===== src/rtl/wavevector_to_polar_dispersion_top_defines.svh =====
// Assertion macros for the polar dispersion RTL.
// Included by the top file, which checks its own pipeline invariants.
`ifndef WAVEVECTOR_TO_POLAR_DISPERSION_TOP_DEFINES_SVH
`define WAVEVECTOR_TO_POLAR_DISPERSION_TOP_DEFINES_SVH
`ifndef SYNTHESIS
`define WPD_ASSERT(label, clk, rst_n, prop, msg) \
	label: assert property (@(posedge clk) disable iff (!rst_n) prop) else $error(msg);
`define WPD_ASSERT_NR(label, clk, prop, msg) \
	label: assert property (@(posedge clk) prop) else $error(msg);
`else
`define WPD_ASSERT(label, clk, rst_n, prop, msg)
`define WPD_ASSERT_NR(label, clk, prop, msg)
`endif
`endif


===== src/rtl/wpd_pkg.sv =====
// Types, constants and the arctangent table for the polar dispersion block.
// Used by wpd_cordic, wpd_sqrt and the top module; depends on nothing.
package wpd_pkg;

	localparam int ITERATIONS_DEF = 16;
	localparam int STEP_LIMIT     = 24;
	// CORDIC datapath: Q.20, input 24 bits scaled by 16, growth up to 1.65x plus sign
	localparam int XW = 30;
	localparam int ZW = 34;
	localparam int GRAV_W = 24;
	localparam int ADDR_W = 1;

	localparam logic [ZW-1:0] PI_Q30 = 34'sd3373259426;
	localparam logic [29:0] GAIN_Q30 = 30'd652032874;
	localparam logic signed [18:0] DIR_MAX = 19'sd205888;
	localparam logic [GRAV_W-1:0] GRAVITY_RESET = 24'd642689;
	localparam logic [ADDR_W-1:0] REG_GRAVITY = 1'b0;

	typedef struct packed {
		logic signed [23:0] wave_x;
		logic signed [23:0] wave_y;
	} in_item_t;

	typedef struct packed {
		logic signed [18:0] direction;
		logic [23:0] omega;
	} out_item_t;

	function automatic logic [ZW-1:0] atan_q30(input int i);
		logic [ZW-1:0] r;
		case (i)
			0: r = 34'd843314857;
			1: r = 34'd497837829;
			2: r = 34'd263043837;
			3: r = 34'd133525159;
			4: r = 34'd67021687;
			5: r = 34'd33543516;
			6: r = 34'd16775851;
			7: r = 34'd8388437;
			8: r = 34'd4194283;
			9: r = 34'd2097149;
			default: r = ZW'(34'd1 << (30 - i));
		endcase
		return r;
	endfunction

endpackage


===== src/rtl/wpd_cordic.sv =====
// Unrolled CORDIC vectoring pipeline, one rotation per register stage.
// Depends on wpd_pkg.
module wpd_cordic import wpd_pkg::*; #(
	parameter int ITERATIONS = ITERATIONS_DEF
) (
	input  logic                 clk,
	input  logic                 arst_n,
	input  logic                 in_valid,
	input  logic signed [XW-1:0] in_x,
	input  logic signed [XW-1:0] in_y,
	input  logic signed [ZW-1:0] in_z,
	input  logic                 in_zero,
	output logic                 out_valid,
	output logic signed [XW-1:0] out_x,
	output logic signed [ZW-1:0] out_z,
	output logic                 out_zero
);

	localparam int STEPS = (ITERATIONS > STEP_LIMIT) ? STEP_LIMIT : ITERATIONS;

	logic                 v_s1 [STEPS+1];
	logic signed [XW-1:0] x_s1 [STEPS+1];
	logic signed [XW-1:0] y_s1 [STEPS+1];
	logic signed [ZW-1:0] z_s1 [STEPS+1];
	logic                 zr_s1 [STEPS+1];

	assign v_s1[0]  = in_valid;
	assign x_s1[0]  = in_x;
	assign y_s1[0]  = in_y;
	assign z_s1[0]  = in_z;
	assign zr_s1[0] = in_zero;

	for (genvar i = 0; i < STEPS; i++) begin : g_step
		always_ff @(posedge clk or negedge arst_n) begin
			if (!arst_n) begin
				v_s1[i+1] <= 1'b0;
			end else begin
				v_s1[i+1] <= v_s1[i];
			end
		end
		always_ff @(posedge clk) begin
			zr_s1[i+1] <= zr_s1[i];
			if (y_s1[i] >= 0) begin
				x_s1[i+1] <= x_s1[i] + (y_s1[i] >>> i);
				y_s1[i+1] <= y_s1[i] - (x_s1[i] >>> i);
				z_s1[i+1] <= z_s1[i] + atan_q30(i);
			end else begin
				x_s1[i+1] <= x_s1[i] - (y_s1[i] >>> i);
				y_s1[i+1] <= y_s1[i] + (x_s1[i] >>> i);
				z_s1[i+1] <= z_s1[i] - atan_q30(i);
			end
		end
	end

	assign out_valid = v_s1[STEPS];
	assign out_x     = x_s1[STEPS];
	assign out_z     = z_s1[STEPS];
	assign out_zero  = zr_s1[STEPS];

endmodule


===== config.mk =====
export PLATFORM = sky130hd
export DESIGN_NAME = wpd_cordic
export DESIGN_NICKNAME = d
export VERILOG_FILES = /design/src/rtl/wavevector_to_polar_dispersion_top_defines.svh /design/src/rtl/wpd_pkg.sv /design/src/rtl/wpd_cordic.sv
export SDC_FILE = /design/constraint.sdc
export NUM_CORES = 2
export LEC_CHECK = 0
export BUFFER_PORTS_ARGS = -buffer_cell sky130_fd_sc_hd__buf_2
export CORE_MARGIN = 1
export CORE_UTILIZATION = 59
export CTS_CLUSTER_DIAMETER = 120
export DETAILED_ROUTE_END_ITERATION = 12
export PLACE_DENSITY = 0.78
export SKIP_CTS_REPAIR_TIMING = 1
export SLEW_MARGIN = 20
export SYNTH_ARGS = -nofsm -noshare
export SYNTH_HDL_FRONTEND = slang
export SYNTH_SLANG_ARGS = --single-unit

===== constraint.sdc =====
create_clock -name clk -period 4.85 [get_ports clk]
set_clock_uncertainty 0.05 [all_clocks]
set_input_delay 0.97 -clock clk [delete_from_list [all_inputs] [get_ports clk]]
set_output_delay 0.97 -clock clk [all_outputs]
set_load 0.02 [all_outputs]

==> metrics.yaml <==
status:
  outcome: "finished clean"
floorplan:
  dieArea_um2: 182200
  core_um2: 178800
  start_util_pct: 59.55
  fp.dieH_um: 426.8
  die_x_um: 426.8
  io_pins: 164
  num_rows: 155
critical_path:
  slowest_delay_ns: 0.55
  worst-setup-path-type: "reg -> reg"
  critPathTopFamily: "simple AND/OR/NAND/NOR gates"
  worstPathRequired_ns: 5.52
  rr_startpoint: "y_s1[310]"
  cp-endpoint: "x_s1[298]"
  cp.depth: 17
  crit_buf_inv: 2
  r2r_slack_ns: 0.23
  worstPathMaxFanout: 4
  rr_endpoint: "x_s1[298]"
  end_kind: "flip-flop"
  cp-startpoint: "y_s1[310]"
  cp_data_arrival_time_ns: 5.30
  start_kind: "flip-flop"
  crit_chain: "or4_1 -> or3_1 -> or3_4 -> or4_1 -> o41ai_2 -> buf_4 -> xnor2_1 -> ha_1 -> a21o_1 -> a31o_2 -> a21oi_1 -> o21ai_1 -> a2111oi_2 -> buf_4 -> o21bai_1 -> a21o_1 -> xor2_1"
  rr_worst_depth: 17
  critPathSlowestCell: "or4_1"
route:
  viasPerCell: 6.017
  firstDrtPassIters: 8
  drtIter0Drc: 6256
  wirelength_um: 281300
  wl_per_cell_um: 18.42
  vias: 91886
  drc: 0
  final_antenna_net_count: 0
finish:
  instances_no_fill: 15270
  final_util_pct: 65.09
  area_growth_pct: 9.315
  fin_nets: 14205
  final_area_um2: 116400
  drive_gt1_share_pct: 6.357
synthesis:
  synthCells: 12547
  yosysSeqAreaShare_pct: 28.09
  syn_area_per_cell_um2: 8.486
  yosysMostFrequentCell: "dfxtp_1"
  synth_compound_area_share_pct: 22.42
  synth_commonest_cells: "dfxtp_1, ha_1, xnor2_1"
  synth.area.mux_share_pct: 0.2844
  yosys.area.top_type: "dfxtp_1"
  synth_warnings: 0
  synth-simple-area-share_pct: 15.13
  synth_seq_cells: 1490
  ys_types: 100
  synthAdderAreaFrac_pct: 15.98
  ys_async_sr_fraction_pct: 1.074
  netlist_top_cells_area: "dfxtp_1, ha_1, xnor2_1, xor2_1, a21oi_1"
  synth_top_family_by_area: "compound AO/OA/AOI/OAI gates"
  synth_top_area_share_pct: 27.71
  synth_area_um2: 106500
  synth-main-ff-cell: "dfxtp_1"
  synth_edf_count: 0
  synthXorXnorAreaFrac_pct: 14.41
timing:
  relSlewSlack_pct: 38.97
  maxSlewViolCount: 0
  max_freq_mhz: 216.4
  finalCritPeriodShare_pct: 95.30
  whs_ns: 0.2011
  min_period_ns: 4.622
  hold_viol_final: 0
  worst_slew_pin_slew_ns: 0.9085
  setup_viol: 0
clock_tree:
  cts-root-buf: "clkbuf_16"
  clock-sinks: 1490
  cts.path.max_buffers: 3
  clk_latency_ns: 0.84
  cts_tree: "done"
  cts_buffers: 162
  cts_max_level: 4
  clk_pin_slew_ns: 0.06
global_route:
  grt_usage_pct: 29.82
  antenna_found_initial: 7
  grt_pass1_wl_um: 449200
  grt_util_met3_pct: 3.558
  top_usage_layer: "met2"
  grt_overflow_total: 0
  first_global_vias: 87937
  grt_max_degree: 74
  grt_util_met1_pct: 36.09
  use_met2_pct: 53.41
place:
  gp_congestion: 0.9630
  hpwl_um: 224500
  placedCellCount: 14973
  dpl_cell_area_um2: 110300
  io_buffers: 163
hold_path:
  hold_path.class: "in -> reg"
run:
  cap_viol_max_count: 0
worst min path at each step:
stage,startpoint,to,slack [ns],cells past startpoint
final,in_valid,v_s1[15],0.20,1
after global routing,in_valid,v_s1[15],0.16,1
after CTS,arst_n,v_s1[12],-0.08,1
after detailed placement,z_s1[83],z_s1[49],0.26,0
after global placement,zr_s1[12],zr_s1[11],0.26,0
after floorplan,z_s1[34],out_z[0],0.26,0
worst register-to-register path: cells and delay by family, from the launching register on:
kind                     cells  cell delay [ns]
XOR/XNOR                     2             0.25
buffers and inverters        2             0.34
adder cells (fa/ha/maj)      1             0.26
AO/OA/AOI/OAI                8             1.51
flip-flops                   1             0.30
AND/OR/NAND/NOR              4             1.82
metrics by stage:
step,setup TNS [ns],setup slack [ns]
after floorplan,-0.05340,-0.05340
after global placement,0,0.02495
after detailed placement,0,0.04699
after CTS,0,0.05830
after global routing,-0.1122,-0.04383
final,0,0.2281
placed cells by master (no fill, tap or decap), types with 84 or more instances in the layout:
master,instances
nor2_1,869
clkbuf_16,163
nor2b_1,180
dfxtp_1,1460
buf_4,154
or3_1,186
a21oi_1,984
inv_1,616
xnor2_1,1170
o21bai_1,157
conb_1,105
o21ai_0,767
ha_1,1275
a21o_1,429
o21a_1,183
nor3_1,260
nand2b_1,199
o211ai_1,84
xor2_1,582
or4_1,86
and3_1,103
o31ai_1,209
nand2_1,748
nand3_1,221
a211oi_1,121
a31oi_1,101
buf_2,162
registers in the layout (all words and copies together), names as in the netlist:
name	flops
out_z	34
zr_s1	15
out_valid	1
y_s1	435
out_zero	1
out_x	30
z_s1	510
x_s1	449
v_s1	15
routing by layer:
layer	share of wire, %	vias to the layer above
met5	0.027	-
met4	3.7	10
met3	4.6	626
met2	49	2454
met1	43	43370
li1	-	45426
final cells by class:
class,instances,area (µm²)
timing repair buffer,318,1997
fill,14930,62410
tap,2355,2947
inverter,626,2350
multi-input combinational,10186,73500
clock inverter,69,1050
antenna,1,2.502
clock buffer,225,4612
sequential,1490,29940
kinds of logic after synthesis:
| logic type | after synthesis |
|---|---|
| buffers and inverters | 975 |
| multiplexers | 30 |
| AO/OA/AOI/OAI | 3702 |
| AND/OR/NAND/NOR | 3260 |
| flip-flops | 1490 |
| XOR/XNOR | 1752 |
| other | 1 |
| adder cells (fa/ha/maj) | 1337 |
Power is left out: the tool's default activity adds up to more than one toggle a clock period on the data nets, which glitch-free logic cannot reach.
