**src/rtl/wavevector_to_polar_dispersion_top_defines.svh**
```systemverilog
// Assertion macros for the polar dispersion RTL.
// Included by the top file, which checks its own pipeline invariants.
`ifndef WAVEVECTOR_TO_POLAR_DISPERSION_TOP_DEFINES_SVH
`define WAVEVECTOR_TO_POLAR_DISPERSION_TOP_DEFINES_SVH
`ifndef SYNTHESIS
`define WPD_ASSERT(label, clk, rst_n, prop, msg) \
	label: assert property (@(posedge clk) disable iff (!rst_n) prop) else $error(msg);
`define WPD_ASSERT_NR(label, clk, prop, msg) \
	label: assert property (@(posedge clk) prop) else $error(msg);
`else
`define WPD_ASSERT(label, clk, rst_n, prop, msg)
`define WPD_ASSERT_NR(label, clk, prop, msg)
`endif
`endif

```
**src/rtl/wpd_pkg.sv**
```systemverilog
// Types, constants and the arctangent table for the polar dispersion block.
// Used by wpd_cordic, wpd_sqrt and the top module; depends on nothing.
package wpd_pkg;

	localparam int ITERATIONS_DEF = 16;
	localparam int STEP_LIMIT     = 24;
	// CORDIC datapath: Q.20, input 24 bits scaled by 16, growth up to 1.65x plus sign
	localparam int XW = 30;
	localparam int ZW = 34;
	localparam int GRAV_W = 24;
	localparam int ADDR_W = 1;

	localparam logic [ZW-1:0] PI_Q30 = 34'sd3373259426;
	localparam logic [29:0] GAIN_Q30 = 30'd652032874;
	localparam logic signed [18:0] DIR_MAX = 19'sd205888;
	localparam logic [GRAV_W-1:0] GRAVITY_RESET = 24'd642689;
	localparam logic [ADDR_W-1:0] REG_GRAVITY = 1'b0;

	typedef struct packed {
		logic signed [23:0] wave_x;
		logic signed [23:0] wave_y;
	} in_item_t;

	typedef struct packed {
		logic signed [18:0] direction;
		logic [23:0] omega;
	} out_item_t;

	function automatic logic [ZW-1:0] atan_q30(input int i);
		logic [ZW-1:0] r;
		case (i)
			0: r = 34'd843314857;
			1: r = 34'd497837829;
			2: r = 34'd263043837;
			3: r = 34'd133525159;
			4: r = 34'd67021687;
			5: r = 34'd33543516;
			6: r = 34'd16775851;
			7: r = 34'd8388437;
			8: r = 34'd4194283;
			9: r = 34'd2097149;
			default: r = ZW'(34'd1 << (30 - i));
		endcase
		return r;
	endfunction

endpackage

```
**src/rtl/wpd_sqrt.sv**
```systemverilog
// Pipelined 64-bit integer square root, two result bits per stage.
// Depends on wpd_pkg.
module wpd_sqrt import wpd_pkg::*; (
	input  logic        clk,
	input  logic        arst_n,
	input  logic        in_valid,
	input  logic [63:0] in_op,
	input  logic [18:0] in_dir,
	output logic        out_valid,
	output logic [31:0] out_root,
	output logic [18:0] out_dir
);

	localparam int NST = 16;

	logic        v_s1 [NST+1];
	logic [63:0] op_s1 [NST+1];
	logic [63:0] res_s1 [NST+1];
	logic [18:0] dir_s1 [NST+1];

	assign v_s1[0]   = in_valid;
	assign op_s1[0]  = in_op;
	assign res_s1[0] = '0;
	assign dir_s1[0] = in_dir;

	for (genvar s = 0; s < NST; s++) begin : g_st
		logic [63:0] op_m, res_m, op_n, res_n;
		always_comb begin
			op_m  = op_s1[s];
			res_m = res_s1[s];
			for (int k = 0; k < 2; k++) begin
				if (op_m >= res_m + (64'd1 << (62 - 2*(2*s+k)))) begin
					op_m  = op_m - (res_m + (64'd1 << (62 - 2*(2*s+k))));
					res_m = (res_m >> 1) + (64'd1 << (62 - 2*(2*s+k)));
				end else begin
					res_m = res_m >> 1;
				end
			end
			op_n  = op_m;
			res_n = res_m;
		end
		always_ff @(posedge clk or negedge arst_n) begin
			if (!arst_n) begin
				v_s1[s+1] <= 1'b0;
			end else begin
				v_s1[s+1] <= v_s1[s];
			end
		end
		always_ff @(posedge clk) begin
			op_s1[s+1]  <= op_n;
			res_s1[s+1] <= res_n;
			dir_s1[s+1] <= dir_s1[s];
		end
	end

	assign out_valid = v_s1[NST];
	assign out_root  = res_s1[NST][31:0];
	assign out_dir   = dir_s1[NST];

endmodule

```
**config.mk**
```make
export PLATFORM = sky130hd
export DESIGN_NAME = wpd_sqrt
export DESIGN_NICKNAME = d
export VERILOG_FILES = /design/src/rtl/wavevector_to_polar_dispersion_top_defines.svh /design/src/rtl/wpd_pkg.sv /design/src/rtl/wpd_sqrt.sv
export SDC_FILE = /design/constraint.sdc
export NUM_CORES = 2
export LEC_CHECK = 0
export BUFFER_PORTS_ARGS = -buffer_cell sky130_fd_sc_hd__buf_2
export CAP_MARGIN = 20
export CORE_MARGIN = 4
export CORE_UTILIZATION = 46
export CTS_BUF_LIST = sky130_fd_sc_hd__clkbuf_8
export CTS_CLUSTER_SIZE = 28
export DETAILED_ROUTE_END_ITERATION = 10
export HOLD_SLACK_MARGIN = 0.08
export PLACE_DENSITY_LB_ADDON = 0.25
export SYNTH_ARGS = -nofsm -noshare
export SYNTH_HDL_FRONTEND = slang
export SYNTH_SLANG_ARGS = --single-unit
```
**constraint.sdc**
```tcl
create_clock -name clk -period 11.43 [get_ports clk]
set_input_delay 2.286 -clock clk [delete_from_list [all_inputs] [get_ports clk]]
set_output_delay 2.286 -clock clk [all_outputs]
set_load 0.01 [all_outputs]
```
==> results.yml <==
run_status:
  outcome: "finished, final reports clean"
finish:
  final_area_um2: 85800
  nets: 9614
  drive_gt1_frac: 0.0805
  area_growth_pct: 11.0
  fill_cells: 15800
  fin_util: 0.514
routing:
  vias: 64000
  routed_via_density: 5.63
  dr.pass1.iters: 6
  wire_per_inst_um: 19.4
  drtIter0Drc: 5222
  drc: 0
  ant_nets: 0
  wl_um: 220000
synth:
  yosysTopAreaCellShare: 0.398
  synth_edf_count: 0
  ys_ff_latch: 1552
  synth-warning-count: 0
  synth_area_leader_cell: "dfxtp_1"
  async_flop_share: 0.0103
  synth.avg_cell_area_um2: 8.80
  netlist_area_um2: 77300
  ys_types: 113
  mappedNetlistNets: 9444
  ys_seq_area_frac: 0.403
  synth_area_leaders: "dfxtp_1, ha_1, xnor2_1"
  ys.flop_type: "dfxtp_1"
  syn_inst: 8785
clocking:
  cts_setup_buffers: 0
  htree_levels: 4
  numCtsBuffers: 241
  cts.sinks: 1552
  clock_path_buffers: 3
  cts_tree: "built"
  postCtsHoldBufs: 0
  cts_resized: 0
  clk_pin_slew_ns: 0.07
  root_buffer: "clkbuf_8"
  clk_latency_ns: 0.99
critical_path:
  critPathMaxFanout: 39
  slowest_stage: "a21boi_0"
  regToRegSetupSlack_ns: 3.80
  crit-reg2reg-launch: "op_s1[270]"
  cp_data_required_time_ns: 12.21
  crit_chain: "inv_1 > ha_1 > o41ai_1 > nand2_1 > a31o_2 > nand2_1 > buf_4 > inv_2 > ha_1 > a21boi_0 > o31ai_1 > a311o_1 > o22ai_1 > nand4_1 > nor4_4 > buf_4 > inv_2 > and4_1 > and3_1 > nor4b_1 > xor2_1"
  crit_type: "flop to flop"
  worstPathArrival_ns: 8.42
  max_stage_delay_ns: 0.79
  crit_path_end_kind: "flop"
  startpoint_type: "flop"
  crit_path_start: "op_s1[270]"
placed_design:
  gp_congestion: 0.949
  pre_cts_slack_ns: 3.98
  placed_area_um2: 80000
  portBuffers: 137
  dpl.hpwl_um: 177000
sta:
  fin_crit_ns: 7.63
  finalHoldViolations: 0
  clock_skew_ns: 0.0971
  fin_ws_ns: 3.80
  finalSetupViolCount: 0
  tightest_slew_ns: 1.11
  rsz0062_at_grt: "no"
  hold_ws_ns: 0.306
  slew_viol_final: 0
  fin_crit_sh: 0.668
  fin_setup_tns_ns: 0
  fmax_mhz: 131
  slew_headroom: 0.250
global_route:
  track_usage: 0.244
  grt_remaining_overflow: 0
  antenna_found_initial: 5
  grt_pass1_wl_um: 343000
  grt_max_degree: 62
  first_global_vias: 62200
floorplanning:
  die_h_um: 418
  start_util: 0.463
  num_rows: 150
  design.core.area_um2: 167000
  die_w_um: 418
  ios: 138
  die-area_um2: 175000
power_and_ir_drop:
  p_per_area_nw_per_um2: 254
  max-vdd-ir-drop_uv: 181
  p_leak_nw: 38.8
min_path:
  hp-start: "res_s1[221]"
  min_path_type: "flop to flop"
flow_run:
  max_cap_violations: 0
==> state kept, by name, indices dropped and copies added (netlist names) <==
| register | flops |
|---|---|
| dir_s1 | 285 |
| op_s1 | 960 |
| out_dir | 19 |
| out_root | 32 |
| out_valid | 1 |
| res_s1 | 240 |
| v_s1 | 15 |
==> report_power, final <==
group / internal, W / switching (W)
Combinational: 0.00360 / 0.00538
Sequential: 0.00649 / 0.00102
Clock: 0.00303 / 0.00226
==> kinds of logic after synthesis <==
| logic type | count (synthesis) | synth area share |
|---|---|---|
| simple gates | 2934 | 0.192 |
| compound gates | 2053 | 0.167 |
| flops | 1552 | 0.403 |
| xor+xnor | 829 | 0.0939 |
| buf+inv | 756 | 0.0382 |
| fa+ha+maj | 573 | 0.0927 |
| mux | 88 | 0.0125 |
==> layer usage <==
metal	vias up	global-route usage	wire length [um]
li1	31500	-	-
met3	410	0.0354	11700
met2	1822	0.415	104000
met5	-	0	0
met4	0	0.0850	7470
met1	30200	0.316	97000
==> path summary, 6_finish.rpt <==
| check | endpoint | cells after the start |
|---|---|---|
| max in group asynchronous | v_s1[7] | 1 |
| hold reg to reg | res_s1[155] | 0 |
| hold / removal | res_s1[155] | 0 |
| setup / recovery | op_s1[255] | 21 |
| setup reg to reg | op_s1[255] | 21 |
| min in group asynchronous | out_valid | 1 |
==> stage by stage <==
stage,std cells,total power (W)
floorplan,8785,0.0140
global placement,10900,0.0164
detailed placement,10900,0.0164
CTS,11400,0.0218
global route,11400,0.0233
finish,11400,0.0218
==> layout make-up <==
cell class	count	area [um^2]	area share
sequential	1552	31100	0.363
timing repair buffer	169	926	0.0108
clock buffer	297	4090	0.0476
clock inverter	149	1710	0.0199
inverter	514	1930	0.0225
antenna	4	10.0	0.000117
multi-input combinational	6477	43200	0.504
tap	2204	2760	0.0321
==> cells in the final DEF, fill, tap and decap left out, drive strengths merged, types with 30 or more instances in the layout <==
| cell type | netlist | layout |
|---|---|---|
| nor4 | 233 | 233 |
| or2 | 44 | 44 |
| mux2 | 66 | 66 |
| a21oi | 682 | 682 |
| nand2 | 710 | 710 |
| or3 | 91 | 91 |
| o31ai | 71 | 71 |
| nor2 | 724 | 724 |
| a21o | 284 | 284 |
| inv | 513 | 573 |
| a31oi | 63 | 63 |
| xnor2 | 499 | 499 |
| o21ai | 437 | 437 |
| ha | 573 | 573 |
| and3 | 85 | 85 |
| nor3b | 30 | 30 |
| or4 | 47 | 47 |
| nor3 | 204 | 204 |
| o21bai | 66 | 66 |
| nand3 | 208 | 208 |
| o21a | 95 | 95 |
| clkinv | 1 | 55 |
| o211ai | 44 | 44 |
| a21boi | 32 | 32 |
| and4 | 36 | 36 |
| a211oi | 53 | 53 |
| xor2 | 330 | 330 |
| buf | 63 | 168 |
| nand4 | 176 | 176 |
| clkbuf | 179 | 298 |
| nor2b | 70 | 70 |
| and2 | 68 | 68 |
| nand2b | 93 | 93 |
| dfxtp | 1536 | 1536 |
==> critical path: cells and delay by family (launching register included) <==
kind | cells | cell delay [ns]
compound gates | 6 | 2.75
simple gates | 7 | 1.65
buf+inv | 5 | 1.51
fa+ha+maj | 2 | 0.82
flops | 1 | 0.52
xor+xnor | 1 | 0.14
==> Yosys cell counts, types with 24 or more instances <==
cell,count
a211oi_1,52
a21boi_0,30
a21o_1,284
a21oi_1,680
a31oi_1,63
and2_1,67
and3_1,85
and4_1,36
buf_2,24
clkbuf_1,179
dfxtp_1,1536
ha_1,573
inv_1,501
mux2_2,54
nand2_1,710
nand2b_1,93
nand3_1,208
nand3b_1,26
nand4_1,176
nor2_1,722
nor2b_1,68
nor3_1,201
nor3b_1,30
nor4_1,227
o211ai_1,44
o21a_1,95
o21ai_0,414
o21bai_1,66
o31ai_1,70
or2_2,40
or3_1,89
or4_1,44
xnor2_1,499
xor2_1,330
Power figures use the tool's default switching activity.
